--- config.mk ---
export PLATFORM = sky130hd
export DESIGN_NAME = zigzag_scan_reorder_unit
export DESIGN_NICKNAME = d
export VERILOG_FILES = /design/src/sv/zz_pkg.sv /design/src/sv/zz_ram.sv /design/src/sv/zz_scan.sv /design/src/sv/zigzag_scan_reorder_unit.sv
export SDC_FILE = /design/constraint.sdc
export NUM_CORES = 1
export LEC_CHECK = 0
export ABC_AREA = 1
export ABC_CLOCK_PERIOD_IN_PS = 3600
export CAP_MARGIN = 0
export CELL_PAD_IN_SITES_DETAIL_PLACEMENT = 2
export CELL_PAD_IN_SITES_GLOBAL_PLACEMENT = 2
export CORE_UTILIZATION = 41
export DETAILED_ROUTE_END_ITERATION = 10
export DONT_BUFFER_PORTS = 1
export PLACE_DENSITY = 0.79
export SLEW_MARGIN = 20
export SYNTH_ARGS = -nofsm -noshare
export SYNTH_HDL_FRONTEND = slang
export SYNTH_SLANG_ARGS = --single-unit
--- constraint.sdc ---
create_clock -name clk -period 3.6 [get_ports clk]
set_input_delay 0.18 -clock clk [delete_from_list [all_inputs] [get_ports clk]]
set_output_delay 0.18 -clock clk [all_outputs]
set_load 0.02 [all_outputs]
--- src/sv/zz_pkg.sv ---
// Shared types and constants for the zigzag scan reorder unit.
package zz_pkg;

  localparam int MAX_ROWS_DEF  = 8;
  localparam int MAX_COLS_DEF  = 8;
  localparam int DATA_BITS_DEF = 16;

  localparam int POS_BITS       = 3;
  localparam int DIM_BITS       = 4;
  localparam int OUT_VALUE_BITS = 16;
  localparam int OUT_TDATA_BITS = 24;
  localparam int CFG_IDX_BITS   = 1;

  typedef enum logic [CFG_IDX_BITS-1:0] {
    REG_NUM_ROWS = 1'b0,
    REG_NUM_COLS = 1'b1
  } cfg_reg_t;

  typedef struct packed {
    logic                valid;
    logic [POS_BITS-1:0] row;
    logic [POS_BITS-1:0] col;
    logic                last;
  } zz_rd_t;

  typedef struct packed {
    logic [OUT_VALUE_BITS-1:0] value;
    logic [POS_BITS-1:0]       row;
    logic [POS_BITS-1:0]       col;
    logic                      last;
  } zz_out_t;

endpackage

--- src/sv/zz_ram.sv ---
// Generic single write port, single read port RAM with registered read data.
module zz_ram #(
  parameter int WIDTH = 16,
  parameter int DEPTH = 64,
  parameter int AW    = (DEPTH > 1) ? $clog2(DEPTH) : 1
) (
  input  logic             clk,
  input  logic             we,
  input  logic [AW-1:0]    waddr,
  input  logic [WIDTH-1:0] wdata,
  input  logic             re,
  input  logic [AW-1:0]    raddr,
  output logic [WIDTH-1:0] rdata
);

  logic [WIDTH-1:0] mem [DEPTH];

  always_ff @(posedge clk) begin
    if (we) begin
      mem[waddr] <= wdata;
    end
    if (re) begin
      rdata <= mem[raddr];
    end
  end

endmodule

--- src/sv/zz_scan.sv ---
// Zigzag position sequencer: walks the anti-diagonals and issues store reads.
module zz_scan #(
  parameter int AW = 6
) (
  input  logic                          clk,
  input  logic                          rst,
  input  logic                          start,
  input  logic                          adv,
  input  logic [zz_pkg::POS_BITS-1:0]   rows_m1,
  input  logic [zz_pkg::POS_BITS-1:0]   cols_m1,
  input  logic [zz_pkg::DIM_BITS-1:0]   cols,
  output zz_pkg::zz_rd_t                rd,
  output logic [AW-1:0]                 raddr,
  output logic                          busy
);
  import zz_pkg::*;

  typedef enum logic {S_IDLE, S_RUN} state_t;

  state_t              state;
  logic [POS_BITS-1:0] row;
  logic [POS_BITS-1:0] col;
  logic                up;
  logic                at_last;
  logic [7:0]          lin;

  assign at_last = (row == rows_m1) && (col == cols_m1);
  assign busy    = (state == S_RUN);

  assign rd.valid = busy && adv;
  assign rd.row   = row;
  assign rd.col   = col;
  assign rd.last  = at_last;

  assign lin   = 8'(row) * 8'(cols) + 8'(col);
  assign raddr = AW'(lin);

  always_ff @(posedge clk) begin
    if (rst) begin
      state <= S_IDLE;
      row   <= '0;
      col   <= '0;
      up    <= 1'b1;
    end else begin
      case (state)
        S_IDLE: begin
          if (start) begin
            state <= S_RUN;
            row   <= '0;
            col   <= '0;
            up    <= 1'b1;
          end
        end
        S_RUN: begin
          if (adv) begin
            if (at_last) begin
              state <= S_IDLE;
            end else if (up) begin
              if (col == cols_m1) begin
                row <= row + 1'b1;
                up  <= 1'b0;
              end else if (row == '0) begin
                col <= col + 1'b1;
                up  <= 1'b0;
              end else begin
                row <= row - 1'b1;
                col <= col + 1'b1;
              end
            end else begin
              if (row == rows_m1) begin
                col <= col + 1'b1;
                up  <= 1'b1;
              end else if (col == '0) begin
                row <= row + 1'b1;
                up  <= 1'b1;
              end else begin
                row <= row + 1'b1;
                col <= col - 1'b1;
              end
            end
          end
        end
        default: state <= S_IDLE;
      endcase
    end
  end

endmodule

--- src/sv/zigzag_scan_reorder_unit.sv ---
// Zigzag scan reorder unit: raster-order loader, block store and zigzag emitter.
//
//  channel | dir | handshake            | payload
//  s_      | in  | s_tvalid / s_tready  | s_tdata: element
//  m_      | out | m_tvalid / m_tready  | m_tdata: out_value, out_row, out_col; m_tlast: last
//  cfg_    | in  | cfg_valid / cfg_ready| cfg_index, cfg_data (num_rows, num_cols)
//
// Loading takes one word per cycle while s_tready is high; the word that completes a
// rows x cols block starts a scan that reads the store's read port once per cycle while
// the output buffer has room, and read data passes through the RAM output register into
// the output buffer. s_tready is low while the scan reads the store.
// Reset is synchronous; the store contents are not cleared. A stalled m_ side
// holds the scan through a two-entry output buffer.
module zigzag_scan_reorder_unit #(
  parameter int MAX_ROWS  = zz_pkg::MAX_ROWS_DEF,
  parameter int MAX_COLS  = zz_pkg::MAX_COLS_DEF,
  parameter int DATA_BITS = zz_pkg::DATA_BITS_DEF
) (
  input  logic                                clk,
  input  logic                                rst,
  input  logic                                s_tvalid,
  output logic                                s_tready,
  input  logic [((DATA_BITS+7)/8)*8-1:0]      s_tdata,   // [DATA_BITS-1:0] element
  output logic                                m_tvalid,
  input  logic                                m_tready,
  output logic [zz_pkg::OUT_TDATA_BITS-1:0]   m_tdata,   // [15:0] value, [18:16] row, [21:19] col
  output logic                                m_tlast,
  input  logic                                cfg_valid,
  output logic                                cfg_ready,
  input  logic [zz_pkg::CFG_IDX_BITS-1:0]     cfg_index,
  input  logic [zz_pkg::DIM_BITS-1:0]         cfg_data
);
  import zz_pkg::*;

  localparam int DEPTH = MAX_ROWS * MAX_COLS;
  localparam int AW    = (DEPTH > 1) ? $clog2(DEPTH) : 1;
  localparam int CW    = $clog2(DEPTH + 1);
  localparam int PAD   = OUT_TDATA_BITS - OUT_VALUE_BITS - 2 * POS_BITS;

  logic [DIM_BITS-1:0] num_rows;
  logic [DIM_BITS-1:0] num_cols;
  logic [DIM_BITS-1:0] rows_eff;
  logic [DIM_BITS-1:0] cols_eff;
  logic [7:0]          total;
  logic [CW-1:0]       load_count;
  logic [CW-1:0]       load_count_next;
  logic                s_acc;
  logic                cfg_acc;
  logic                start;

  zz_rd_t              rd;
  logic [AW-1:0]       raddr;
  logic                busy;
  logic                adv;
  logic [DATA_BITS-1:0] rdata;

  logic                pend;
  zz_rd_t              pend_info;
  zz_out_t             buf_q [2];
  logic                wr_ptr;
  logic                rd_ptr;
  logic [1:0]          occ;
  logic                pop;
  logic [2:0]          entries;
  logic [DATA_BITS+OUT_VALUE_BITS-1:0] wide;
  zz_out_t             head;

  assign rows_eff = (num_rows == '0) ? DIM_BITS'(1) :
                    (num_rows > DIM_BITS'(MAX_ROWS)) ? DIM_BITS'(MAX_ROWS) : num_rows;
  assign cols_eff = (num_cols == '0) ? DIM_BITS'(1) :
                    (num_cols > DIM_BITS'(MAX_COLS)) ? DIM_BITS'(MAX_COLS) : num_cols;
  assign total    = 8'(rows_eff) * 8'(cols_eff);

  assign cfg_ready = 1'b1;
  assign cfg_acc   = cfg_valid && cfg_ready;
  assign s_tready  = !busy;
  assign s_acc     = s_tvalid && s_tready;

  assign load_count_next = load_count + 1'b1;
  assign start = s_acc && (8'(load_count_next) == total);

  always_ff @(posedge clk) begin
    if (rst) begin
      num_rows   <= DIM_BITS'(8);
      num_cols   <= DIM_BITS'(8);
      load_count <= '0;
    end else if (cfg_acc) begin
      case (cfg_reg_t'(cfg_index))
        REG_NUM_ROWS: num_rows <= cfg_data;
        REG_NUM_COLS: num_cols <= cfg_data;
        default: ;
      endcase
      load_count <= '0;
    end else if (s_acc) begin
      load_count <= start ? '0 : load_count_next;
    end
  end

  zz_ram #(
    .WIDTH (DATA_BITS),
    .DEPTH (DEPTH),
    .AW    (AW)
  ) u_store (
    .clk   (clk),
    .we    (s_acc),
    .waddr (AW'(load_count)),
    .wdata (s_tdata[DATA_BITS-1:0]),
    .re    (rd.valid),
    .raddr (raddr),
    .rdata (rdata)
  );

  zz_scan #(
    .AW (AW)
  ) u_scan (
    .clk     (clk),
    .rst     (rst),
    .start   (start),
    .adv     (adv),
    .rows_m1 (POS_BITS'(rows_eff - 1'b1)),
    .cols_m1 (POS_BITS'(cols_eff - 1'b1)),
    .cols    (cols_eff),
    .rd      (rd),
    .raddr   (raddr),
    .busy    (busy)
  );

  // credit check: buffered words plus the read in flight never exceed two
  assign pop     = m_tvalid && m_tready;
  assign entries = 3'(occ) + 3'(pend) - 3'(pop);
  assign adv     = (entries < 3'd2);

  assign wide = {{OUT_VALUE_BITS{1'b0}}, rdata};

  always_ff @(posedge clk) begin
    if (rst) begin
      pend   <= 1'b0;
      occ    <= '0;
      wr_ptr <= 1'b0;
      rd_ptr <= 1'b0;
    end else begin
      pend <= rd.valid;
      occ  <= 2'(entries);
      if (pend) begin
        wr_ptr <= !wr_ptr;
      end
      if (pop) begin
        rd_ptr <= !rd_ptr;
      end
    end
  end

  always_ff @(posedge clk) begin
    pend_info <= rd;
    if (pend) begin
      buf_q[wr_ptr] <= '{value: wide[OUT_VALUE_BITS-1:0], row: pend_info.row,
                         col: pend_info.col, last: pend_info.last};
    end
  end

  assign head     = buf_q[rd_ptr];
  assign m_tvalid = (occ != '0);
  assign m_tdata  = {{PAD{1'b0}}, head.col, head.row, head.value};
  assign m_tlast  = head.last;

  a_credit: assert property (@(posedge clk) disable iff (rst)
    (3'(occ) + 3'(pend)) <= 3'd2)
    else $error("output buffer overrun");

  a_no_write_in_scan: assert property (@(posedge clk) disable iff (rst)
    !(s_acc && rd.valid))
    else $error("store write during scan read");

  a_count_range: assert property (@(posedge clk) disable iff (rst)
    8'(load_count) < total)
    else $error("load count beyond block size");

  a_last_ends_scan: assert property (@(posedge clk) disable iff (rst)
    rd.valid && rd.last |=> !busy)
    else $error("scan continues after last position");

endmodule

# Word level (Yosys, flattened, before mapping)
# Memories as Yosys holds them, arrays and structs flattened. A register that Yosys moved wholly into a read port is not among the register bits.
# Index checks and enable logic that the tools add are counted.
# totals
register_bits,35
latchBits,0
mem_bits_rw,1070
mem_bits_ro,0
inputBits,26
n_memories,2
# memory_table
memory,words,word_bits,rd,rd_clocked_by_memory_dff,write_ports,line,text
u_store.mem,64,16,1,1,1,zz_ram.sv:16,logic [WIDTH-1:0] mem [DEPTH];
buf_q,2,23,1,1,1,zigzag_scan_reorder_unit.sv:59,zz_out_t buf_q [2];
# classes
add_sub_neg,10
n_mul,2
div_mod_pow,0
n_lt_le_gt_ge,3
eq_ne,10
n_shift,0
mux,39
n_bitwise,2
reduce_logical,19
# op_table
operator,count
$mux W3,13
$mux W1,17
$mux W4,4
$pmux W3 S2,2
$sub A3 B1 Y3 const B,4
$reduce_and A5 Y1,2
$eq A7 B8 Y1,1
$gt A4 B4 Y1 const B,2
$logic_not A4 Y1,2
$mul A4 B4 Y8,1
$ne A4 B4 Y1 const B,2
$add A7 B1 Y7 const B,1
$mux W7,1
$add A3 B1 Y3 const B,2
$add A6 B3 Y6,1
$eq A3 B3 Y1,2
$logic_not A3 Y1,2
$mul A3 B4 Y6,1
$ne A3 B3 Y1 const B,2
$logic_and A1 B1 Y1,5
$ne A2 B2 Y1 const B,2
$pmux W1 S2,2
$reduce_and A2 Y1,2
$add A2 B1 Y3,1
other kinds (8),11

# Logic depth before layout (Yosys ltp)
# depth
depth_word,10
mapped_depth,25
ltp_nobuf,25

# Cells and area by module
# A second synthesis with hierarchy kept.
# unflattened
hier_cells,4044
area_unflattened_um2,46970.0
# by_module_without_submodules
module,instances,cells_each,area_per_inst_um2,seq_area_each_um2
zz_ram,1,3517,42259.3,31230.0
zigzag_scan_reorder_unit,1,352,3563.4,1941.9
zz_scan,1,175,1147.4,160.2

# Least setup slack after synthesis
# Ideal clock, no wire load.
# synth_timing
path_kind,register -> register
from,register num_cols[3]
to,register u_store.rdata[0] (read register of u_store.mem) (data pin)
arrival_time_ps,3418
required_ps,3347
path_slack_ps,-71
stages_incl_launch_ff,18
path_cell_list,dfxtp_1 -> inv_2 -> nand2_2 -> nand2_2 -> inv_1 -> nor2_1 -> fa_1 -> inv_1 -> fa_1 -> fa_1 -> buf_2 -> clkbuf_1 -> clkbuf_1 -> o221ai_1 -> o211ai_1 -> nand3_1 -> nand3_1 -> nand2_1
# synth_via
elab_chain_cells,5
elab_cells_between_ends,6
cone_classes,add/sub (1); mul (1); order compare (1); mux (2); reduce/logical (1)
# synth_rtl
item,line,text
"start, declared",zigzag_scan_reorder_unit.sv:41,logic [DIM_BITS-1:0] num_cols;
"start signal, assigned",zigzag_scan_reorder_unit.sv:90,REG_NUM_COLS: num_cols <= cfg_data;
$gt A4 B4 Y1,zigzag_scan_reorder_unit.sv:71,(num_cols > DIM_BITS'(MAX_COLS)) ? DIM_BITS'(MAX_COLS) : num_cols;
$mux W4,zigzag_scan_reorder_unit.sv:71,
$mux W4 *,zigzag_scan_reorder_unit.sv:70,assign cols_eff = (num_cols == '0) ? DIM_BITS'(1) :
$mul A3 B4 Y6 *,zz_scan.sv:35,assign lin = 8'(row) * 8'(cols) + 8'(col);
$add A6 B3 Y6 *,zz_scan.sv:35,
"end, declared",zz_ram.sv:13,output logic [WIDTH-1:0] rdata
# Every way passes the cells marked *; elsewhere a longest branch is shown, timed or not.
# A chain may end at the register's enable or synchronous reset.

# Final worst setup path
# layout_timing
from,register num_cols[3]
to,register u_store.rdata[2] (read register of u_store.mem) (data pin)
# The elaborated chain is that of the path after synthesis.

==> reports/summary.txt <==
Status -> finished with violations
Failing checks -> negative setup slack
Leakage Power -> 18.1 nW
Final Hold Viols -> 0
Clock buffer depth -> 3
Slew Limit Headroom -> 19.4%
Global-route wire length before repair -> 272000 µm
Remaining Overflow, GRT -> 0
Layout area overhead -> 20.0%
Hold path depth -> 3
Fraction of layout cells with a size suffix above 1 -> 18.6%
Die height -> 334 µm
Syn_area_per_cell -> 13.4 µm²
Worst Hold Class -> in2reg
CORE AREA -> 109000 µm²
Clk slew on worst S/H paths -> 0.07 ns
GRT Util Overall -> 34.1%
Max-cap violations -> 0
Largest fanout on the critical path -> 8
Worst Tran Pin Value -> 1.21 ns
Synth cell count leaders -> edfxtp_1, nor2_1, o21ai_0, nand3_1, o221ai_1
Antenna-violating nets left -> 0
Root buf cell -> clkbuf_16
Synth Register Bits -> 1122
Post-synth EDFFs -> 1086
Nets -> 3662
Finish-stage setup viols -> 16
Final RePlAce weighted congestion -> 0.846
Warnings, synthesis -> 0
CP Data Required Time -> 4.07 ns
CTS tree -> built
Seq/Total Area, Yosys -> 73.8%
Startpoint Class -> flip-flop
Count leader, synth -> edfxtp_1
Worst IR drop on VDD -> 0.374 mV
Initial core utilization -> 41.4%
Max Freq -> 234 MHz
Worst r2r src -> num_cols[3]
Synth Area in Compound Gates -> 11.6%
HPWL after DPL -> 104000 µm
Total vias in the final route -> 33600
Final WS setup -> -0.680 ns
Worst hold start -> cfg_data[3]
Post-synth top area share -> 72.2%
R2r endpoint -> u_store.rdata[2]
# rows -> 121
Worst R2R Setup Slack -> -0.68 ns
Tcrit/Tclk final -> 119%
Worst Path Arrival -> 4.75 ns
Main combinational cell family by area after synthesis -> compound AO/OA/AOI/OAI gates
Initial antenna violation count -> 6
Largest net degree at the start of global routing -> 91
Residual DRC -> 0
WL per Instance -> 38.3 µm
R2r worst-path depth -> 16
Cells after Synth -> 3369
Drt total wl -> 196000 µm
Post-DP Area -> 48400 µm²
Slew Viols, Final -> 0
Num CTS Buffers -> 117
Total die area -> 111000 µm²
Input/output buffers -> 0
Dominant cells by area after synthesis -> edfxtp_1, o21ai_0, nor2_1
IO Count -> 54
Worst hold endpoint -> num_cols[3]
Final Skew -> 0.0391 ns
XOR/XNOR share of the synthesized area -> 0.402%
Pwr per Cell Area -> 547 nW/µm²
Post-layout min period -> 4.28 ns
RSZ-0062 raised after global routing -> yes
Via/cell ratio -> 6.57
Synth Area in Simple Gates -> 9.24%
Mux cell area share after synthesis -> 0.596%
# clock sinks -> 1122
Post-route cell area -> 54200 µm²
CTS H-Tree Depth -> 3
Synthesized area -> 45200 µm²
Fraction of registers with async set/reset -> 0%
Clk_lat worst skew -> 0.74 ns
Die width -> 334 µm
CP Class -> reg2reg
Ys flop type -> edfxtp_1
DRT iter0 DRCs -> 4712
Largest area contributor in the netlist -> edfxtp_1
Synth Area in Adders -> 1.31%
Count of cell types in the netlist -> 42
Drt first pass iters -> 6
Vias in the first global route -> 35900
Final core occ -> 49.7%
CP Capture Type -> flip-flop
## worst max path at each step
stage	from	end	slack (ns)	depth (start not counted)
after floorplan	num_cols[3]	u_store.rdata[9]	0.005	18
after global placement	num_cols[3]	u_store.rdata[12]	-0.70	17
after detailed placement	num_cols[3]	u_store.rdata[12]	-0.88	17
after CTS	num_cols[0]	u_store.rdata[3]	-0.66	16
after global routing	num_cols[0]	u_store.rdata[0]	-0.74	19
final	num_cols[3]	u_store.rdata[2]	-0.68	16
## cells in the final DEF (no fill, tap or decap), types with 54 or more instances in the layout
cell and count:
clkbuf_16 120, nand3_1 149, nor2_1 598, o221ai_1 163, o21ai_0 520, edfxtp_1 1086, nand2_1 106, o211ai_1 54
nand3_2 57, inv_1 68, buf_4 217
## where the power goes
group | internal (mW) | switching, mW | total, mW
sequential | 14.4 | 0.0860 | 14.4
combinational | 0.776 | 1.78 | 2.56
clock | 6.90 | 5.73 | 12.6
## cell families (layout without fill, tap and decap cells)
logic type               Yosys count  after routing
adder cells (fa/ha/maj)           42             42
other                              2              6
XOR/XNOR                          19             19
multiplexers                      24             24
AO/OA/AOI/OAI                    849            849
AND/OR/NAND/NOR                 1000           1000
buffers and inverters            311            635
flip-flops                      1122           1122
## area by class of cell
class	instances	area, µm²
antenna	3	7.51
tap	1414	1770
sequential	1122	33300
timing repair buffer	336	3710
clock buffer	166	3210
multi-input combinational	1937	11300
inverter	80	337
fill	10200	54800
clock inverter	53	515
## state kept, by name, summed over array words and instances, names as in the netlist, 2 cells and up, named ones only
name           flops
u_store.mem     1024
u_store.rdata     16
load_count         7
pend_info          7
u_scan.col         3
u_scan.row         3
occ                2
num_rows           4
num_cols           4
buf_q             46
## critical path, cell delays in order, from the launching register on
cell	delay, ns
dfxtp_2	0.36
nor2_2	0.05
nand2_1	0.09
nand2_2	0.07
inv_2	0.09
nor2_4	0.04
fa_1	0.52
inv_2	0.05
fa_1	0.52
fa_4	0.70
buf_12	0.20
buf_12	0.16
buf_6	0.15
o211ai_1	0.48
nand3_2	0.29
nand3_2	0.17
nand2_1	0.08
## per-layer routing
metal  vias up  track usage (%)  share of wire (%)
met5         -                0              0.013
met2      2291             57.5                 49
met4         4             21.9                7.1
met1     17500             40.5                 36
li1      13200                -                  -
met3       674             5.93                8.1
## stage by stage
step | TNS [ns] | std cells | worst slack, ns | power [mW] | hold WS, ns
after floorplan | 0 | 3370 | 0.00479 | 15.8 | 0.247
after global placement | -9.10 | 4802 | -0.696 | 16.4 | 0.249
after detailed placement | -12.15 | 4802 | -0.882 | 16.6 | 0.252
after CTS | -9.86 | 5100 | -0.657 | 29.3 | 0.200
after global routing | -12.74 | 5108 | -0.742 | 30.1 | 0.276
final | -9.79 | 5111 | -0.680 | 29.6 | 0.228
## repair_timing
item	CTS	global route
hold buffers	49	0
resized for setup	113	67
cloned	7	0
hold endpoints to repair	1053	0
endpoints found under the setup margin	19	31
pin swaps	53	51
buffers inserted	24	11
Power figures use the tool's default switching activity.
